<file path="config.mk">
export PLATFORM = sky130hd
export DESIGN_NAME = bpdc_ctrl
export DESIGN_NICKNAME = d
export VERILOG_FILES = /design/src/design/bpdc_pkg.sv /design/src/design/bpdc_ctrl.sv
export SDC_FILE = /design/constraint.sdc
export NUM_CORES = 1
export LEC_CHECK = 0
export BUFFER_PORTS_ARGS = -buffer_cell sky130_fd_sc_hd__buf_2
export CAP_MARGIN = 5
export CELL_PAD_IN_SITES_DETAIL_PLACEMENT = 0
export CELL_PAD_IN_SITES_GLOBAL_PLACEMENT = 2
export CORE_MARGIN = 8
export CORE_UTILIZATION = 23
export CTS_BUF_LIST = sky130_fd_sc_hd__clkbuf_8
export DETAILED_ROUTE_END_ITERATION = 8
export PLACE_DENSITY_LB_ADDON = 0.08
export SETUP_SLACK_MARGIN = 0.02
export SLEW_MARGIN = 10
export SYNTH_ARGS = -nofsm -noshare
export SYNTH_HDL_FRONTEND = slang
export SYNTH_SLANG_ARGS = --single-unit
</file>
<file path="constraint.sdc">
create_clock -name clk -period 1.9 [get_ports clk]
set_clock_uncertainty 0.15 [all_clocks]
set_input_delay 0.475 -clock clk [delete_from_list [all_inputs] [get_ports clk]]
set_output_delay 0.475 -clock clk [all_outputs]
set_load 0.03 [all_outputs]
</file>
<file path="src/design/bpdc_pkg.sv">
package bpdc_pkg;

  // Internal widths of the pricing datapath.
  localparam int DATE_W   = 17;   // day numbers may run past 65535 without wrapping
  localparam int SUM_W    = 32;   // sum of factors over all kept dates
  localparam int PROD_W   = 46;   // coupon times sum
  localparam int NUM_W    = 48;   // dividend of the shared divider
  localparam int DEN_W    = 16;   // divisor of the shared divider
  localparam int DIV_CNT_W = $clog2(NUM_W + 1);
  localparam int PRICE_W  = 40;   // unsaturated price

  typedef enum logic [3:0] {
    ST_IDLE,
    ST_CHECK,
    ST_FIRST_WAIT,
    ST_WALK,
    ST_DRAIN,
    ST_MUL_B,
    ST_GO_B,
    ST_WAIT_B,
    ST_MUL_U,
    ST_GO_U,
    ST_WAIT_U,
    ST_FINISH
  } state_t;

  typedef enum logic [1:0] {
    DIV_FIRST,
    DIV_BASE,
    DIV_BUMP
  } div_kind_t;

  typedef struct packed {
    logic      capture;      // price word accepted: latch its fields
    logic      write_entry;  // load word accepted: write the curve
    logic      walk_step;    // look up the current date and advance
    logic      mul_en;       // form coupon times sum
    logic      mul_sel;      // 0 base curve, 1 bumped curve
    logic      div_start;
    div_kind_t div_kind;
    logic      finish;       // build and present the result word
  } cmd_t;

  typedef struct packed {
    logic before_today;
    logic last_date;
    logic div_done;
  } status_t;

endpackage

</file>
<file path="src/design/bpdc_ctrl.sv">
module bpdc_ctrl import bpdc_pkg::*; (
  input  logic    clk,
  input  logic    rst,
  input  logic    start,
  input  logic    func,
  input  status_t status,
  output logic    busy,
  output cmd_t    cmd
);

  state_t state;
  state_t state_next;

  always_ff @(posedge clk) begin
    if (rst) begin
      state <= ST_IDLE;
    end else begin
      state <= state_next;
    end
  end

  always_comb begin
    state_next = state;
    unique case (state)
      ST_IDLE:       if (start && func) state_next = ST_CHECK;
      ST_CHECK:      state_next = status.before_today ? ST_FIRST_WAIT : ST_WALK;
      ST_FIRST_WAIT: if (status.div_done) state_next = ST_WALK;
      ST_WALK:       if (status.last_date) state_next = ST_DRAIN;
      ST_DRAIN:      state_next = ST_MUL_B;
      ST_MUL_B:      state_next = ST_GO_B;
      ST_GO_B:       state_next = ST_WAIT_B;
      ST_WAIT_B:     if (status.div_done) state_next = ST_MUL_U;
      ST_MUL_U:      state_next = ST_GO_U;
      ST_GO_U:       state_next = ST_WAIT_U;
      ST_WAIT_U:     if (status.div_done) state_next = ST_FINISH;
      ST_FINISH:     state_next = ST_IDLE;
      default:       state_next = ST_IDLE;
    endcase
  end

  always_comb begin
    busy            = state != ST_IDLE;
    cmd             = '0;
    cmd.div_kind    = DIV_FIRST;
    unique case (state)
      ST_IDLE: begin
        cmd.capture     = start && func;
        cmd.write_entry = start && !func;
      end
      ST_CHECK: begin
        cmd.div_start = status.before_today;
        cmd.div_kind  = DIV_FIRST;
      end
      ST_WALK:   cmd.walk_step = 1'b1;
      ST_MUL_B: begin
        cmd.mul_en  = 1'b1;
        cmd.mul_sel = 1'b0;
      end
      ST_GO_B: begin
        cmd.div_start = 1'b1;
        cmd.div_kind  = DIV_BASE;
      end
      ST_WAIT_B: cmd.div_kind = DIV_BASE;
      ST_MUL_U: begin
        cmd.mul_en  = 1'b1;
        cmd.mul_sel = 1'b1;
      end
      ST_GO_U: begin
        cmd.div_start = 1'b1;
        cmd.div_kind  = DIV_BUMP;
      end
      ST_WAIT_U: cmd.div_kind = DIV_BUMP;
      ST_FINISH: cmd.finish = 1'b1;
      default: ;
    endcase
  end

endmodule

</file>
==> flow_summary.yaml, run 1 <==
outcome:
  outcome: "finished, final reports clean"
critical_path:
  crit_path_end_kind: "output pin"
  crit_path_start: "state[1]"
  reg2reg_depth: 5
  required_ps: 1270
  slowest_delay_ps: 340
  critPathArrivalTime_ps: 1230
  crit_slowest_cell: "dfxtp_2"
  crit_end: "busy"
  timing.critical_path.from_type: "flip-flop"
  worstPathCellList: "nor4_4 -> buf_4 -> inv_1 -> buf_2"
  reg2reg_slack_ps: 370
  regToRegEndpoint: "state[0]"
  worst-path-max-fanout: 6
  rr_startpoint: "state[2]"
  setup.worst_path.class: "flip-flop to output pin"
cells_and_area:
  final_design_area_no_fill_sq_um: 618.1
  utilization_pct: 42.01
  largest_registers: "state x4"
  final_nets: 84
  largest_register_ff_count: 4
  registers.top_by_ff_count: "state"
  fill_cells: 163
  fraction_of_final_layout_cells_sized_beyond_drive_strength_1_pct: 53.33
  syn_to_final_growth_pct: 73.94
  num_antenna_cells: 0
die:
  num_rows: 14
  initial_core_util_pct: 24.15
  die_width_um: 55.31
  boundaryPins: 17
  die_y_um: 55.31
  die_ar_sq_um: 3059
  fp.coreArea_sq_um: 1471
grt:
  grt_pass1_vias: 444
  grt_overflow_total: 0
  grt_antenna_before_repair: 0
  pin_count_of_the_biggest_net_entering_global_routing: 12
  global_route_wire_length_before_repair_mm: 1.925
  grt_usage_pct: 7.192
timing:
  slew-limit-headroom_pct: 83.46
  final-setup-viol-count: 0
  final_min_period_over_clock_period_pct: 97.48
  timing_hold_violations_final: 0
  rsz0062_at_grt: "true"
  finalMaxSlewViolations: 0
  max_freq_mhz: 539.9
  worstMarginPinSlew_ps: 246.3
  layout_min_cycle_time_ps: 1852
clock_network:
  cts_tree: "yes"
  number_of_clock_buffers_inserted_by_tritoncts: 3
  cts_num_sinks: 4
  cts.path.max_buffers: 2
  cts_htree_levels: 1
  path_clk_slew_ps: 30
  clkLatencyLatePin_ps: 210
  cts-hold-fix-buffers: 0
  clock-root-buffer: "clkbuf_8"
yosys:
  yosys.area.top_type: "dfxtp_1"
  synth_seq_cells: 4
  ys.warnings.count: 0
  synthDistinctLibCells: 25
  count_leader_synth: "nor2_1"
  synth_ff_type: "dfxtp_1"
  synthCells: 50
  syn_area_sq_um: 355.3
  synth-edff-count: 0
  syn-num-nets: 57
  leading_post_synthesis_cells_by_cell_area: "dfxtp_1, nor2_1, a21oi_1"
  synth_largest_type_area_fraction_pct: 22.54
  synth.yosys.seq_area_share_pct: 22.54
  postSynth.asyncResetShare_pct: 0
  synth.avg_cell_area_sq_um: 7.107
  ys_top_cells_by_count: "nor2_1, a21oi_1, dfxtp_1"
place:
  placement.io_buffers: 16
  dp.final_hpwl_um: 873.7
  gp_routability_congestion: 0.7353
  detailed_place.area_sq_um: 490.5
routing:
  vias: 427
  wl_per_cell_um: 11.98
  detail_route.drc_violations: 0
  routed_via_density: 4.692
  antenna_violating_nets_post_route: 0
  total_routed_wirelength_mm: 1.090
  first_iter_violations: 7
  detail_route.first_pass.iterations: 4
pwr:
  static-leakage-power_nw: 0.2802
  ir_worst_vdd_v: 0.0004115
  power_per_cell_area_nw_per_um2: 746.2
hold_path:
  min-delay-path-class: "primary input to flip-flop"
job:
  max_cap_viol_count: 0
-- logic make-up after synthesis --
group / after synthesis / synth area share, %
muxes: 1 / 2.817
and+or+nand+nor: 27 / 42.26
AOI/OAI and AO/OA: 10 / 19.37
DFF: 4 / 22.54
buffers and inverters: 7 / 10.56
xor gates and xnor gates: 1 / 2.465
-- through the flow --
stage	hold WS (ps)	setup TNS, ps	worst slack (ps)	cells	total power, mW
after floorplan	360.9	0	37.97	50	0.2037
after global placement	438.3	0	89.66	84	0.2579
after detailed placement	433.9	0	74.21	84	0.2556
after CTS	320.3	0	10.64	89	0.4615
after global routing	327.6	-111.4	-41.12	91	0.4932
final	321.4	0	47.93	91	0.4612
-- cells in the final DEF (no fill, tap or decap), drive strengths merged, types with 2 or more instances in the layout --
master / n
a21oi: 5
buf: 26
clkbuf: 3
dfxtp: 4
inv: 3
nand2: 3
nand2b: 3
nand3: 2
nand3b: 2
nor2: 8
nor3: 2
nor4: 2
o21a: 2
-- worst min-delay path by stage --
stage / startpoint / endpoint / slack, ps / cells past startpoint
2_1_floorplan: state[3] / state[2] / 360 / 2
3_3_place_gp: state[3] / state[2] / 440 / 1
3_5_place_dp: state[3] / state[2] / 430 / 1
4_1_cts: rst / state[2] / 320 / 2
5_1_grt: rst / state[1] / 330 / 2
6_report: rst / state[2] / 320 / 2
-- final cells by class --
cell class / count / area [sq um] / area share, %
Multi-Input combinational cell: 39 / 277.8 / 44.94
Timing Repair Buffer: 26 / 175.2 / 28.34
Sequential cell: 4 / 92.59 / 14.98
Clock buffer: 3 / 41.29 / 6.680
Tap cell: 16 / 20.02 / 3.239
Inverter: 3 / 11.26 / 1.822
-- worst max-delay path: cells and delay by family (launching register included) --
kind / cells / cell delay [ps]
flops: 1 / 340
simple gates: 1 / 310
buf+inv: 3 / 350
-- where the power goes --
part / switching, mW / internal (mW) / total (mW)
registers: 0.0212 / 0.0920 / 0.113
clock network: 0.0374 / 0.134 / 0.172
logic: 0.0881 / 0.0880 / 0.176
total: 0.147 / 0.314 / 0.461
-- timing repair --
item	4_1_cts	5_1_grt
gates resized for setup	8	12
pin swaps	1	3
buffers inserted	2	2
endpoints found under the setup margin	8	7
-- per-layer routing --
| metal | global-route usage (%) | vias up | wire (um) |
|---|---|---|---|
| met4 | 3.169 | 0 | 0 |
| met1 | 8.707 | 195 | 506 |
| met2 | 11.70 | 7 | 556 |
| met5 | 0 | - | 0 |
| li1 | - | 225 | - |
| met3 | 1.598 | 0 | 28 |
Note: power is estimated with default switching activity, not from simulation.
==> run 2: changes to the inputs <==
clock period = 2.05 ns   (was 1.9 ns; I/O delays follow)
==> run 2 against run 1 <==
- first-iteration DRC count is 57% lower
- cell area is 12% lower
- critical path depth is 1 lower
- worst setup slack better by 51 ps
- worst hold slack better by 26 ps
- register-to-register slack better by 220 ps
- clock power is 5% lower
- total power is 11% lower
- sequential cell count stayed put
- via count is 0.23% higher
- highest routed layer is now met4
==> flow_summary.yaml, run 2 (synthesis gave the netlist of run 1 again) <==
pwr:
  power_per_cell_area_nw_per_um2: 760.2
  ir_worst_vdd_v: 0.0003498
  static-leakage-power_nw: 0.2476
timing:
  timing_hold_violations_final: 0
  max_freq_mhz: 512.6
  finalMaxSlewViolations: 0
  final_min_period_over_clock_period_pct: 95.17
  setup_ws_ps: 98.99
  layout_min_cycle_time_ps: 1951
  totalNegativeSetupSlack_ps: 0
  slew-limit-headroom_pct: 81.94
  rsz0062_at_grt: "false"
  final-setup-viol-count: 0
  worstMarginPinSlew_ps: 270.5
clock_network:
  cts.path.max_buffers: 2
  cts-hold-fix-buffers: 0
  clkLatencyLatePin_ps: 210
  path_clk_slew_ps: 30
  cts_htree_levels: 1
  cts_tree: "yes"
  clock-root-buffer: "clkbuf_8"
  number_of_clock_buffers_inserted_by_tritoncts: 3
  cts_num_sinks: 4
grt:
  grt_antenna_before_repair: 0
  grt_pass1_vias: 434
  grt_usage_pct: 7.477
  grt_overflow_total: 0
  global_route_wire_length_before_repair_mm: 1.863
  pin_count_of_the_biggest_net_entering_global_routing: 14
critical_path:
  timing.critical_path.from_type: "flip-flop"
  crit_slowest_cell: "dfxtp_2"
  required_ps: 1390
  crit_path_end_kind: "output pin"
  cp_num_buf_inv: 1
  worst-path-max-fanout: 9
  slowest_delay_ps: 380
  setup.worst_path.class: "flip-flop to output pin"
  worstPathCellList: "nor4_4 -> and3_1 -> buf_2"
  critPathArrivalTime_ps: 1290
  timing.critical_path.max_delay_family: "simple AND/OR/NAND/NOR gates"
cells_and_area:
  layout.cells.most_common_list: "buf_2, nor2_1, buf_4"
  fraction_of_final_layout_cells_sized_beyond_drive_strength_1_pct: 45.71
  final_cell_count_without_fillers: 86
  largest_register_ff_count: 4
  largest_registers: "state x4"
  num_antenna_cells: 0
  utilization_pct: 36.82
  final_nets: 79
  area.sequential_sq_um: 83.83
  multiInputGateArea_sq_um: 262.8
  fill_cells: 173
  registers.top_by_ff_count: "state"
  syn_to_final_growth_pct: 52.46
  mostFrequentLayoutCell: "buf_2"
die:
  num_rows: 14
  die_width_um: 55.31
  die_y_um: 55.31
  boundaryPins: 17
  die_ar_sq_um: 3059
  initial_core_util_pct: 24.15
  fp.coreArea_sq_um: 1471
routing:
  vias: 428
  antenna_violating_nets_post_route: 0
  total_routed_wirelength_mm: 1.053
  detail_route.first_pass.iterations: 4
  routed_via_density: 4.977
  detail_route.drc_violations: 0
  first_iter_violations: 3
  wl_per_cell_um: 12.24
place:
  placement.io_buffers: 16
  gp_routability_congestion: 0.7432
  dpl_worst_slack_ps: 150.3
  dp.final_hpwl_um: 846.4
  dpl.cell_count: 81
job:
  max_cap_viol_count: 0
outcome:
  outcome: "finished, final reports clean"
hold_path:
  min-delay-path-class: "primary input to flip-flop"
-- run 2: timing repair --
item                                    4_1_cts  5_1_grt
endpoints found under the setup margin        4        3
pin swaps                                     0        1
resized for setup                             4        4
buffers inserted                              0        2
-- run 2: metrics by stage --
stage                     hold WS [ps]  power, mW  instance area (sq um)
after CTS                        347.1     0.4034                  519.2
after global routing             347.8     0.4462                  541.8
final                            347.3     0.4119                  541.8
after floorplan                  360.9     0.1880                  369.1
after detailed placement         438.6     0.2306                  465.4
after global placement           450.5     0.2334                  465.4
-- run 2: layer usage --
metal | track usage [%] | share of wire (%) | up-vias | wire (um)
met2 | 11.70 | 47 | 14 | 498
li1 | - | - | 217 | -
met1 | 7.712 | 43 | 192 | 456
met5 | 0 | 0 | - | 0
met3 | 2.740 | 6.3 | 5 | 66
met4 | 6.338 | 2.9 | 0 | 31
-- run 2: final timing paths --
path                  from       end  slack (ps)  cells after the start
setup / recovery  state[0]    cmd[8]         100                      3
hold / removal         rst  state[2]         350                      2
setup reg to reg  state[1]  state[0]         590                      4
hold reg to reg   state[3]  state[2]         400                      1
-- run 2: layout make-up --
class / instances / share of cell area, %
Multi-Input combinational cell: 39 / 48.50
Sequential cell: 4 / 15.47
Inverter: 3 / 2.079
Timing Repair Buffer: 21 / 22.63
Clock buffer: 3 / 7.621
Tap cell: 16 / 3.695
-- run 2: power breakdown --
group	internal [mW]	switching (mW)	total, mW
Sequential	0.0863	0.0197	0.106
Combinational	0.0672	0.0756	0.143
Clock	0.125	0.0381	0.163
